===== config.mk =====
export PLATFORM = sky130hd
export DESIGN_NAME = three_term_recurrence_checksum_unit
export DESIGN_NICKNAME = d
export VERILOG_FILES = /design/src/rtl/ttrc_pkg.sv /design/src/rtl/ttrc_in_reg.sv /design/src/rtl/ttrc_recur.sv /design/src/rtl/three_term_recurrence_checksum_unit.sv
export SDC_FILE = /design/constraint.sdc
export NUM_CORES = 1
export LEC_CHECK = 0
export BUFFER_PORTS_ARGS = -buffer_cell sky130_fd_sc_hd__buf_2
export CAP_MARGIN = 15
export CELL_PAD_IN_SITES_DETAIL_PLACEMENT = 0
export CELL_PAD_IN_SITES_GLOBAL_PLACEMENT = 1
export CORE_ASPECT_RATIO = 0.9
export CORE_MARGIN = 8
export CORE_UTILIZATION = 50
export DETAILED_ROUTE_END_ITERATION = 8
export PLACE_DENSITY_LB_ADDON = 0.1
export SYNTH_ARGS = -nofsm -noshare
export SYNTH_HDL_FRONTEND = slang
export SYNTH_HIERARCHICAL = 1
export SYNTH_SLANG_ARGS = --single-unit

===== constraint.sdc =====
create_clock -name clk -period 19.1 [get_ports clk]
set_input_delay 0.955 -clock clk [delete_from_list [all_inputs] [get_ports clk]]
set_output_delay 0.955 -clock clk [all_outputs]
set_load 0.01 [all_outputs]

===== src/rtl/ttrc_pkg.sv =====
// ----------------------------------------------------------------------------
// ttrc_pkg
// Shared types, constants and arithmetic helpers for the three-term
// recurrence checksum unit.
// ----------------------------------------------------------------------------
package ttrc_pkg;

	localparam int unsigned BYTE_W  = 8;
	localparam int unsigned TERM_W  = 16;
	localparam int unsigned PROD_W  = TERM_W + BYTE_W + 1;

	localparam logic [TERM_W-1:0] FOLD_MOD     = 16'hFFFF;
	localparam logic [TERM_W-1:0] TERM_ONE     = 16'd1;
	localparam logic [BYTE_W-1:0] FIRST_OFFSET = 8'd7;
	localparam logic [BYTE_W-1:0] POS_FIRST    = 8'd1;
	localparam logic [BYTE_W-1:0] POS_RESET    = 8'd0;

	// One byte item as it moves from the input register to the recurrence stage.
	typedef struct packed {
		logic              valid;
		logic [BYTE_W-1:0] data_byte;
		logic              last_byte;
	} byte_item_t;

	// 17*i mod 256.
	function automatic logic [BYTE_W-1:0] alpha_of(input logic [BYTE_W-1:0] pos);
		logic [BYTE_W-1:0] shifted;
		shifted = {pos[BYTE_W-5:0], 4'b0000};
		return pos + shifted;
	endfunction

	// 31*i mod 256.
	function automatic logic [BYTE_W-1:0] beta_of(input logic [BYTE_W-1:0] pos);
		logic [BYTE_W-1:0] shifted;
		shifted = {pos[BYTE_W-6:0], 5'b00000};
		return shifted - pos;
	endfunction

	// Value modulo 65535. Since 2^16 is 1 modulo 65535, the upper bits fold
	// onto the lower half twice; a final compare removes a result of 65535.
	function automatic logic [TERM_W-1:0] mod_fold(input logic [PROD_W-1:0] x);
		logic [TERM_W:0]   first;
		logic [TERM_W:0]   second;
		logic [TERM_W-1:0] folded;
		first  = {1'b0, x[TERM_W-1:0]} + {{(2*TERM_W-PROD_W+1){1'b0}}, x[PROD_W-1:TERM_W]};
		second = {1'b0, first[TERM_W-1:0]} + {{TERM_W{1'b0}}, first[TERM_W]};
		folded = second[TERM_W-1:0];
		return (folded == FOLD_MOD) ? '0 : folded;
	endfunction

endpackage


===== src/rtl/ttrc_in_reg.sv =====
// ----------------------------------------------------------------------------
// ttrc_in_reg
// Input register for the byte channel. Holds one item until the recurrence
// stage takes it, and loads a new one in the same cycle.
// ----------------------------------------------------------------------------
module ttrc_in_reg (
	input  logic                        clk,
	input  logic                        arst_n,
	input  logic                        byte_valid,
	output logic                        byte_stall,
	input  logic [ttrc_pkg::BYTE_W-1:0] data_byte,
	input  logic                        last_byte,
	input  logic                        take,
	output ttrc_pkg::byte_item_t        item_s1
);
	import ttrc_pkg::*;

	logic              valid_s1;
	logic [BYTE_W-1:0] data_s1;
	logic              last_s1;
	logic              load;

	assign byte_stall = valid_s1 && !take;
	assign load       = byte_valid && !byte_stall;

	always_ff @(posedge clk or negedge arst_n) begin
		if (!arst_n) begin
			valid_s1 <= 1'b0;
		end else if (!valid_s1 || take) begin
			valid_s1 <= byte_valid;
		end
	end

	always_ff @(posedge clk) begin
		if (load) begin
			data_s1 <= data_byte;
			last_s1 <= last_byte;
		end
	end

	assign item_s1 = '{valid: valid_s1, data_byte: data_s1, last_byte: last_s1};

endmodule


===== src/rtl/ttrc_recur.sv =====
// ----------------------------------------------------------------------------
// ttrc_recur
// Recurrence stage: holds the two terms and the byte position, forms the next
// term from the registered byte, and registers the checksum of each message.
// ----------------------------------------------------------------------------
module ttrc_recur (
	input  logic                        clk,
	input  logic                        arst_n,
	input  ttrc_pkg::byte_item_t        item_s1,
	output logic                        take,
	output logic                        sum_valid,
	input  logic                        sum_stall,
	output logic [ttrc_pkg::TERM_W-1:0] checksum
);
	import ttrc_pkg::*;

	logic [TERM_W-1:0] older_q;
	logic [TERM_W-1:0] newer_q;
	logic [BYTE_W-1:0] pos_q;
	logic              in_msg_q;
	logic              sum_valid_q;
	logic [TERM_W-1:0] checksum_q;

	logic              out_free;
	logic [BYTE_W:0]   coef_a;
	logic [BYTE_W-1:0] coef_b;
	logic [PROD_W-1:0] prod_a;
	logic [PROD_W-1:0] prod_b;
	logic              negative;
	logic [PROD_W-1:0] magnitude;
	logic [TERM_W-1:0] mag_mod;
	logic [TERM_W-1:0] next_term;
	logic [TERM_W-1:0] term_out;

	assign out_free = !sum_valid_q || !sum_stall;
	// A non-final byte never needs the output register, so it moves on freely.
	assign take     = item_s1.valid && (!item_s1.last_byte || out_free);

	assign coef_a = {1'b0, item_s1.data_byte} + {1'b0, alpha_of(pos_q)};
	assign coef_b = beta_of(pos_q);
	assign prod_a = {{(PROD_W-BYTE_W-1){1'b0}}, coef_a}
		* {{(PROD_W-TERM_W){1'b0}}, newer_q};
	assign prod_b = {{(PROD_W-BYTE_W){1'b0}}, coef_b}
		* {{(PROD_W-TERM_W){1'b0}}, older_q};

	assign negative  = prod_a < prod_b;
	assign magnitude = negative ? (prod_b - prod_a) : (prod_a - prod_b);
	assign mag_mod   = mod_fold(magnitude);

	// A negative difference of magnitude k wraps in 64 bits to (1 - k) mod 65535.
	always_comb begin
		if (!negative) begin
			next_term = mag_mod;
		end else if (mag_mod <= TERM_ONE) begin
			next_term = TERM_ONE - mag_mod;
		end else begin
			next_term = FOLD_MOD - mag_mod + TERM_ONE;
		end
	end

	assign term_out = in_msg_q ? next_term
		: ({{(TERM_W-BYTE_W){1'b0}}, item_s1.data_byte}
			+ {{(TERM_W-BYTE_W){1'b0}}, FIRST_OFFSET});

	always_ff @(posedge clk or negedge arst_n) begin
		if (!arst_n) begin
			older_q  <= TERM_ONE;
			newer_q  <= TERM_ONE;
			pos_q    <= POS_RESET;
			in_msg_q <= 1'b0;
		end else if (take) begin
			if (item_s1.last_byte) begin
				older_q  <= TERM_ONE;
				newer_q  <= TERM_ONE;
				pos_q    <= POS_RESET;
				in_msg_q <= 1'b0;
			end else if (!in_msg_q) begin
				older_q  <= TERM_ONE;
				newer_q  <= term_out;
				pos_q    <= POS_FIRST;
				in_msg_q <= 1'b1;
			end else begin
				older_q <= newer_q;
				newer_q <= term_out;
				pos_q   <= pos_q + POS_FIRST;
			end
		end
	end

	always_ff @(posedge clk or negedge arst_n) begin
		if (!arst_n) begin
			sum_valid_q <= 1'b0;
		end else if (out_free) begin
			sum_valid_q <= take && item_s1.last_byte;
		end
	end

	always_ff @(posedge clk) begin
		if (take && item_s1.last_byte) begin
			checksum_q <= term_out;
		end
	end

	assign sum_valid = sum_valid_q;
	assign checksum  = checksum_q;

endmodule


===== src/rtl/three_term_recurrence_checksum_unit.sv =====
// ----------------------------------------------------------------------------
// three_term_recurrence_checksum_unit
// Checksum over a byte stream built from a three-term recurrence modulo 65535.
//
//   channel   handshake               payload
//   bytes     byte_valid/byte_stall   data_byte[7:0], last_byte
//   result    sum_valid/sum_stall     checksum[15:0]
//
// One byte is accepted every cycle; a stalled result holds only a final byte
// in the input register, and the bytes behind it wait. A byte is folded into
// the terms when the recurrence stage takes it from the input register, and
// the checksum of a message is registered when its last byte is taken. Reset
// clears both valid flags and returns the terms to the start of a message.
// ----------------------------------------------------------------------------
module three_term_recurrence_checksum_unit (
	input  logic        clk,
	input  logic        arst_n,
	input  logic        byte_valid,
	output logic        byte_stall,
	input  logic [7:0]  data_byte,
	input  logic        last_byte,
	output logic        sum_valid,
	input  logic        sum_stall,
	output logic [15:0] checksum
);
	import ttrc_pkg::*;

	byte_item_t item_s1;
	logic       take;

	ttrc_in_reg u_in_reg (
		.clk        (clk),
		.arst_n     (arst_n),
		.byte_valid (byte_valid),
		.byte_stall (byte_stall),
		.data_byte  (data_byte),
		.last_byte  (last_byte),
		.take       (take),
		.item_s1    (item_s1)
	);

	ttrc_recur u_recur (
		.clk       (clk),
		.arst_n    (arst_n),
		.item_s1   (item_s1),
		.take      (take),
		.sum_valid (sum_valid),
		.sum_stall (sum_stall),
		.checksum  (checksum)
	);

endmodule

* After elaboration in Yosys (flattened, before gate mapping)
Index checks and enable logic that the tools add are counted.
Storage, ports and cells: output and inout bits 18, word-level logic and storage cells 50, register bits after elaboration 68, input port bits 13
Cells by class: mux-type cells 11, magnitude comparators 2, equality and inequality tests 1, multipliers 2, add/sub/neg operators 12, reductions and logical operators 13
Operators by type and width (count):
- two-way mux 16 bit | 7
- less-than comparator 25 x 24 -> 1 bit | 1
- multiplier 9 x 16 -> 25 bit | 1
- two-way mux 25 bit | 1
- subtractor 24 x 25 -> 25 bit | 1
- subtractor 25 x 24 -> 25 bit | 1
- multiplier 8 x 16 -> 24 bit | 1
- adder 16 x 9 -> 17 bit | 1
- adder 16 x 1 -> 16 bit | 1
- adder 16 x 1 -> 16 bit, second input constant | 1
- == test 16 bit, second input constant | 1
- less-or-equal comparator 16 x 1 -> 1 bit, second input constant | 1
- two-way mux 8 bit | 2
- subtractor 1 x 16 -> 16 bit, first input constant | 1
- subtractor 16 bit, first input constant | 1
- adder 8 x 3 -> 9 bit, second input constant | 1
- adder 8 x 8 -> 9 bit | 1
- adder 8 x 1 -> 8 bit, second input constant | 1
- adder 8 bit | 1
- subtractor 8 bit | 1
- zero test 1 bit | 6
- logical AND 1 bit | 4
- logical OR 1 bit | 3
- two-way mux 1 bit | 1

* Depth between registers and ports, before layout
Gate-level depths: netlist of the first run.
depth in word-level cells 15, depth in mapped cells 74, gate-level depth less buffers 69

* Cells and area by module
The synthesis of the first run kept the hierarchy.
Modules (own cells, without submodules):
- ttrc_recur | cells an instance 1926, instances 1, seq. area each 1534.0 um^2, area each 15843.9 um^2
- ttrc_in_reg | cells an instance 16, instances 1, seq. area each 295.3 um^2, area each 342.8 um^2

* Worst setup path after synthesis of the first run
No wires, ideal clock.
path type register to register, from register u_recur.pos_q[4], to register u_recur.checksum_q[7], in the netlist u_recur/checksum[7], data pin, slack 3.790 ns, buffers on the path 7, setup time 0.268 ns, data arrival time 15.042 ns, clock period less this slack 15.310 ns, cell stages (with the launch flop) 71, path through dfrtp_1 -> ha_1 -> fa_1 -> ha_1 -> inv_1 -> o21bai_1 -> a21oi_1 -> xnor2_1 -> clkbuf_1 -> nand2_1 -> fa_1 -> fa_1 -> fa_1 -> inv_1 -> fa_1 -> ha_1 -> a21oi_1 -> o21bai_1 -> [35 not listed] -> nor3_1 -> and4_1 -> a21oi_1 -> xor2_1 -> o211ai_1 -> a211o_4 -> buf_6 -> nand2_1 -> ha_1 -> clkbuf_1 -> nand2_1 -> o21ai_0 -> nand4_2 -> and2_1 -> buf_2 -> a211o_1 -> xnor2_1 -> mux2i_1
On the way: word-level cells in the longest chain between the ends 14
Ends and longest elaborated chain:
- start: declaration | line ttrc_recur.sv:19 | logic [BYTE_W-1:0] pos_q;
- start signal: assignment | line ttrc_recur.sv:85 | pos_q <= pos_q + POS_FIRST;
- adder 8 bit | line ttrc_pkg.sv:29 | return pos + shifted;
- adder 8 x 8 -> 9 bit | line ttrc_recur.sv:39 | assign coef_a = {1'b0, item_s1.data_byte} + {1'b0, alpha_of(pos_q)};
- multiplier 9 x 16 -> 25 bit | line ttrc_recur.sv:42 | * {{(PROD_W-TERM_W){1'b0}}, newer_q};
- subtractor 25 x 24 -> 25 bit (tied with other cells) | line ttrc_recur.sv:47 | assign magnitude = negative ? (prod_b - prod_a) : (prod_a - prod_b);
- two-way mux 25 bit | line ttrc_recur.sv:47
- adder 16 x 9 -> 17 bit | line ttrc_pkg.sv:45 | first = {1'b0, x[TERM_W-1:0]} + {{(2*TERM_W-PROD_W+1){1'b0}}, x[PROD_W-1:TERM_W]};
- adder 16 x 1 -> 16 bit | line ttrc_pkg.sv:46 | second = {1'b0, first[TERM_W-1:0]} + {{TERM_W{1'b0}}, first[TERM_W]};
- == test 16 bit | line ttrc_pkg.sv:48 | return (folded == FOLD_MOD) ? '0 : folded;
- two-way mux 16 bit | line ttrc_pkg.sv:48
- subtractor 16 bit | line ttrc_recur.sv:57 | next_term = FOLD_MOD - mag_mod + TERM_ONE;
- adder 16 x 1 -> 16 bit | line ttrc_recur.sv:57
- two-way mux 16 bit | line ttrc_recur.sv:54 | end else if (mag_mod <= TERM_ONE) begin
- two-way mux 16 bit (*) | line ttrc_recur.sv:52 | if (!negative) begin
- two-way mux 16 bit (*) | line ttrc_recur.sv:61 | assign term_out = in_msg_q ? next_term
- via u_recur.term_out[7] | line ttrc_recur.sv:33 | logic [TERM_W-1:0] term_out;
- end signal: assignment | line ttrc_recur.sv:100 | checksum_q <= term_out;
- end: declaration | line ttrc_recur.sv:22 | logic [TERM_W-1:0] checksum_q;
Mark *: on every way through the listed nets, which the timed path passes. The rest lies on a longest branch. A chain may end at the register's enable or synchronous reset.

* Worst setup path after layout of the first run
from register u_recur.pos_q[0], to register u_recur.checksum_q[7], in the netlist u_recur/checksum[7], data pin
Same word-level chain as after synthesis.

==> results of run 1 <==
## cell usage after synthesis, drive strengths merged, types with 9 or more instances
library cell,n
o21bai,32
and3,9
fa,188
a21oi,108
clkbuf,66
o31ai,10
a211oi,16
buf,21
nor2b,10
nand2,220
nand3,22
and2,151
ha,167
a22o,22
a21o,50
nor3,30
mux2i,12
xnor2,77
o211ai,13
or2,9
dfrtp,41
a31oi,17
nor2,67
xor2,36
o21ai,69
edfxtp,25
inv,309
nand4,16
nand2b,17
## state kept, by name (all words and copies together) (netlist names), 8 cells and up
signal	flops
u_recur/newer_q	16
u_in_reg/data_s1	8
u_recur/pos_q	8
u_recur/checksum	16
u_recur/older_q	16
## worst max-delay path: cells and delay by family, from the launching register on
family | cells | cell delay, ns
simple gates | 16 | 4.00
buf+inv | 4 | 0.42
mux | 2 | 0.39
flops | 1 | 0.36
fa+ha+maj | 12 | 4.73
compound gates | 27 | 6.02
xor+xnor | 4 | 1.30
## logic make-up (layout without fill, tap and decap cells)
logic type,count (synthesis),in the layout,share of synthesized area [%]
and+or+nand+nor,592,592,18.7
AOI/OAI and AO/OA,404,404,17.2
buffers and inverters,396,370,9.48
adders and majority gates,355,355,36.2
xor gates and xnor gates,113,113,6.30
DFF,68,68,11.3
muxes,14,14,0.881
## metal layers
metal	global-route usage, %	share of wire, %	vias to the layer above
met5	0	0	-
met4	7.23	3.2	0
met3	3.95	6.0	63
met2	36.7	43	397
met1	35.9	48	6541
li1	-	-	6333
## cell type report
class                           instances  area (sq um)  share of cell area [%]
Multi-Input combinational cell       1478         12900                    75.8
Clock inverter                          6          95.1                   0.560
Tap cell                              416           520                    3.06
Sequential cell                        68          1830                    10.8
Clock buffer                           10           239                    1.41
Inverter                              309          1160                    6.83
Timing Repair Buffer                   45           263                    1.55
## final timing paths
path                                   start                  end  slack [ns]  cells after the start
min reg2reg                u_recur/sum_valid    u_recur/sum_valid        0.53                      1
max in group asynchronous             arst_n   u_recur/older_q[8]       17.96                      2
min                        u_recur/sum_valid    u_recur/sum_valid        0.53                      1
max reg2reg                 u_recur/pos_q[0]  u_recur/checksum[7]        1.57                     65
min in group asynchronous             arst_n   u_recur/older_q[1]        0.71                      2
max                         u_recur/pos_q[0]  u_recur/checksum[7]        1.57                     65
## per-stage QoR
stage          utilization [%]  instance area, sq um  hold slack (ns)
6_report                  53.3                 17000            0.532
5_1_grt                   53.3                 17000            0.581
4_1_cts                   53.3                 17000            0.527
3_5_place_dp              52.2                 16700            0.507
3_3_place_gp              52.2                 16700            0.495
2_1_floorplan                -                 16200            0.464
==> impl_metrics.json, run 1 <==
{
  "drtPass1Iterations": 6,
  "track_usage_pct": 24.5,
  "synth_warnings": 6,
  "final_common_cell": "inv_1",
  "cts_hold_buf": 0,
  "clkTransAtPathRegs_ns": 0.06,
  "hpwl_mm": 37.3,
  "fin_crit_ns": 17.53,
  "dieArea_sq_um": 38400,
  "grt_pass1_vias": 13398,
  "cp-start-kind": "register",
  "grt_max_degree": 44,
  "finalHoldViolCount": 0,
  "cts_buffers": 9,
  "routabilityCongestion": 0.931,
  "synth_cell_types": 95,
  "cts_tree": "done",
  "max_freq_ghz": 0.0571,
  "avgViaCountPerCell": 5.72,
  "num_vias": 13334,
  "grt_pass1_wl_mm": 75.2,
  "clockBufferDepth": 2,
  "worst_slew_pin_slew_ns": 1.02,
  "place_ws_ns": 2.01,
  "start_util_pct": 50.8,
  "synth_fp_nets": 2310,
  "synth_ff_type": "dfrtp_1",
  "synth_top_area_share_pct": 23.3,
  "seq_area_frac_synth_pct": 11.3,
  "status": "finished, final reports clean",
  "core-area_sq_um": 31900,
  "cpMaxStageDelayCell": "nand2_1",
  "holdCritPathClass": "reg -> reg",
  "grt-ovfl-total": 0,
  "drv_cap": 0,
  "fin_cells": 2332,
  "io_buffers": 30,
  "nFillCells": 3009,
  "die-width_um": 206,
  "slew_headroom_pct": 31.8,
  "drc": 0,
  "routed_wl_mm": 46.0,
  "worstSetupEndpointType": "register",
  "crit_type": "reg -> reg",
  "syn2layout_area_growth_pct": 4.98,
  "ioPinCount": 31,
  "yosys.area.top_type": "fa_1",
  "diodes": 0,
  "rsz0062_at_grt": "no",
  "avgSynthCellArea_sq_um": 8.34,
  "die_h_um": 187,
  "cts_resized": 0,
  "antenna_found_initial": 0,
  "ant_nets": 0,
  "layout_setup_ws_ns": 1.57,
  "htreeDepth": 3,
  "synth.area.top_cells": "fa_1 23%, ha_1 13%, inv_1 7.1%, dfrtp_1 6.3%, and2_1 5.8%",
  "wl_per_cell_um": 19.7,
  "cp_max_fo": 25,
  "ys_async_sr_fraction_pct": 63.2,
  "syn-instance-count": 1942,
  "syn_area_sq_um": 16200,
  "synth-seq-cells": 68,
  "clock_sinks": 68,
  "drive_gt1_share_pct": 6.42,
  "nNetsFinal": 2279,
  "critPathMaxStageDelay_ns": 0.69,
  "final.setup.tns_ns": 0,
  "slew_violations": 0,
  "dp.cells": 2316,
  "drt_iter0_drc": 1038,
  "clock_latency_ns": 0.35,
  "cp.required_ns": 19.18,
  "cp.arrival_ns": 17.61,
  "num_rows": 62,
  "setup_viol": 0,
  "final.period_utilization_pct": 91.8,
  "cts_root_buf": "clkbuf_16",
  "finClkSkew_ns": 0.0150,
  "cts_setup_buffers": 0,
  "synth_edf_count": 25,
  "final_cell_mix": "308 x inv_1, 218 x nand2_1, 188 x fa_1, 167 x ha_1, 150 x and2_1"
}
Power of run 1 is not shown: default switching activity piles up to over one toggle a cycle in this logic, so the estimate is an artifact.
==> inputs of run 2 (changes only) <==
--- a/config.mk
+++ b/config.mk
@@ -13,8 +13,7 @@
 export CORE_MARGIN = 8
 export CORE_UTILIZATION = 50
 export DETAILED_ROUTE_END_ITERATION = 8
-export PLACE_DENSITY_LB_ADDON = 0.1
+export PLACE_DENSITY_LB_ADDON = 0.05
 export SYNTH_ARGS = -nofsm -noshare
 export SYNTH_HDL_FRONTEND = slang
-export SYNTH_HIERARCHICAL = 1
 export SYNTH_SLANG_ARGS = --single-unit
==> impl_metrics.json, run 2 <==
{
  "yosys.area.top_type": "fa_1",
  "io_buffers": 30,
  "worstSetupEndpointType": "register",
  "clkTransAtPathRegs_ns": 0.07,
  "cp.required_ns": 19.20,
  "hpwl_mm": 37.8,
  "die_h_um": 186,
  "cp_max_fo": 28,
  "cts_tree": "done",
  "cts_resized": 0,
  "synth_cell_types": 84,
  "cpMaxStageDelayCell": "dfrtp_1",
  "ant_nets": 0,
  "worstReg2RegStart": "u_recur.pos_q[0]",
  "syn_area_sq_um": 16000,
  "r2r_slack_ns": 2.11,
  "critPathMaxStageDelay_ns": 1.03,
  "rsz0062_at_grt": "no",
  "finClkSkew_ns": 0.0121,
  "synth_edf_count": 25,
  "synth_fp_nets": 2321,
  "wl_per_cell_um": 19.7,
  "avgSynthCellArea_sq_um": 8.20,
  "core-area_sq_um": 31700,
  "start_util_pct": 50.4,
  "htreeDepth": 3,
  "cts_setup_buffers": 0,
  "diodes": 0,
  "final_common_cell": "inv_1",
  "drt_iter0_drc": 755,
  "cp-start-kind": "register",
  "synth_top_area_share_pct": 23.5,
  "final.period_utilization_pct": 88.9,
  "routabilityCongestion": 0.944,
  "synth_warnings": 0,
  "final.setup.tns_ns": 0,
  "setup_viol": 0,
  "multiInputGateArea_sq_um": 12700,
  "dp.cells": 2330,
  "drive_gt1_share_pct": 5.23,
  "synth-seq-cells": 68,
  "fin_cells": 2347,
  "r2r_cells": 62,
  "synth_ff_type": "dfrtp_1",
  "synth.most_common_cell": "inv_1",
  "cts_root_buf": "clkbuf_16",
  "cts_hold_buf": 0,
  "cts_buffers": 9,
  "antenna_found_initial": 0,
  "nNetsFinal": 2294,
  "num_rows": 62,
  "clock_sinks": 68,
  "grt_pass1_vias": 13351,
  "synth.area.top_cells": "fa_1 24%, ha_1 13%, inv_1 7.2%, dfrtp_1 6.4%, and2_1 5.9%",
  "grt-ovfl-total": 0,
  "nFillCells": 3052,
  "status": "finished, final reports clean",
  "cp.arrival_ns": 17.08,
  "crit_type": "reg -> reg",
  "drtPass1Iterations": 5,
  "finalHoldViolCount": 0,
  "final_cell_mix": "309 x inv_1, 247 x nand2_1, 188 x fa_1, 167 x ha_1, 150 x and2_1",
  "slew_violations": 0,
  "seq_area_frac_synth_pct": 11.4,
  "syn2layout_area_growth_pct": 5.09,
  "seq_area_sq_um": 1830,
  "dieArea_sq_um": 38000,
  "track_usage_pct": 24.9,
  "clock_latency_ns": 0.35,
  "holdCritPathClass": "in -> async",
  "syn-instance-count": 1953,
  "grt_max_degree": 44,
  "worst_slew_pin_slew_ns": 1.06,
  "ys_async_sr_fraction_pct": 63.2,
  "fin_crit_ns": 16.99,
  "grt_pass1_wl_mm": 74.5,
  "max_freq_ghz": 0.0589,
  "cp_common_cell": "a21oi_1",
  "drc": 0,
  "clockBufferDepth": 2,
  "ys_top_cells_by_count": "309 x inv_1, 247 x nand2_1, 188 x fa_1",
  "slew_headroom_pct": 29.0,
  "drv_cap": 0,
  "avgViaCountPerCell": 5.71,
  "num_vias": 13394,
  "ioPinCount": 31,
  "routed_wl_mm": 46.3,
  "die-width_um": 205,
  "r2r-end": "u_recur.checksum[12]"
}
[run 2: kinds of logic (layout without fill, tap and decap cells)]
| kind of cell | after synthesis | count (layout) | synth area share [%] |
|---|---|---|---|
| and+or+nand+nor | 623 | 623 | 19.3 |
| buffers and inverters | 394 | 372 | 9.45 |
| AOI/OAI and AO/OA | 393 | 393 | 16.5 |
| adders and majority gates | 355 | 355 | 36.6 |
| xor gates and xnor gates | 104 | 104 | 5.69 |
| DFF | 68 | 68 | 11.4 |
| muxes | 16 | 16 | 1.02 |
[run 2: layout make-up]
cell class / instances / share of cell area (%)
Clock buffer: 10 / 1.36
Clock inverter: 6 / 0.669
Inverter: 309 / 6.90
Multi-Input combinational cell: 1491 / 75.4
Sequential cell: 68 / 10.9
Tap cell: 416 / 3.09
Timing Repair Buffer: 47 / 1.73
[run 2: worst max-delay path: cells and delay by family, from the launching register on]
| family | cells | cell delay, ns |
|---|---|---|
| adder cells (fa/ha/maj) | 11 | 4.48 |
| multiplexers | 2 | 0.67 |
| AO/OA/AOI/OAI | 27 | 6.34 |
| flip-flops | 1 | 1.03 |
| XOR/XNOR | 3 | 0.42 |
| buffers and inverters | 4 | 0.73 |
| AND/OR/NAND/NOR | 15 | 3.00 |
[run 2: how the worst max path moves through the flow]
stage	startpoint	to	depth (start not counted)
global route	u_recur.pos_q[0]	u_recur.checksum[13]	62
finish	u_recur.pos_q[0]	u_recur.checksum[12]	62
global placement	u_recur.pos_q[0]	u_recur.checksum[12]	62
floorplan	u_recur.pos_q[0]	u_recur.checksum[13]	67
CTS	u_recur.pos_q[0]	u_recur.checksum[12]	62
detailed placement	u_recur.pos_q[0]	u_recur.checksum[12]	62
[run 2: through the flow]
step | worst slack, ns | util [%] | hold slack, ns | area, sq um
floorplan | 4.52 | - | 0.468 | 16000
global placement | 2.59 | 51.9 | 0.520 | 16500
detailed placement | 2.27 | 51.9 | 0.534 | 16500
CTS | 2.26 | 52.9 | 0.544 | 16800
global route | 0.843 | 53.0 | 0.512 | 16800
finish | 2.11 | 53.0 | 0.495 | 16800
[run 2: routing by layer]
| metal | vias up | routed length [um] | share of wire, % | global-route usage (%) |
|---|---|---|---|---|
| li1 | 6335 | - | - | - |
| met1 | 6593 | 21200 | 46 | 34.4 |
| met2 | 406 | 20700 | 45 | 39.4 |
| met3 | 60 | 3290 | 7.1 | 5.01 |
| met4 | 0 | 1140 | 2.5 | 6.82 |
| met5 | - | 0 | 0 | 0 |
Power of run 2 is left out for the same reason.
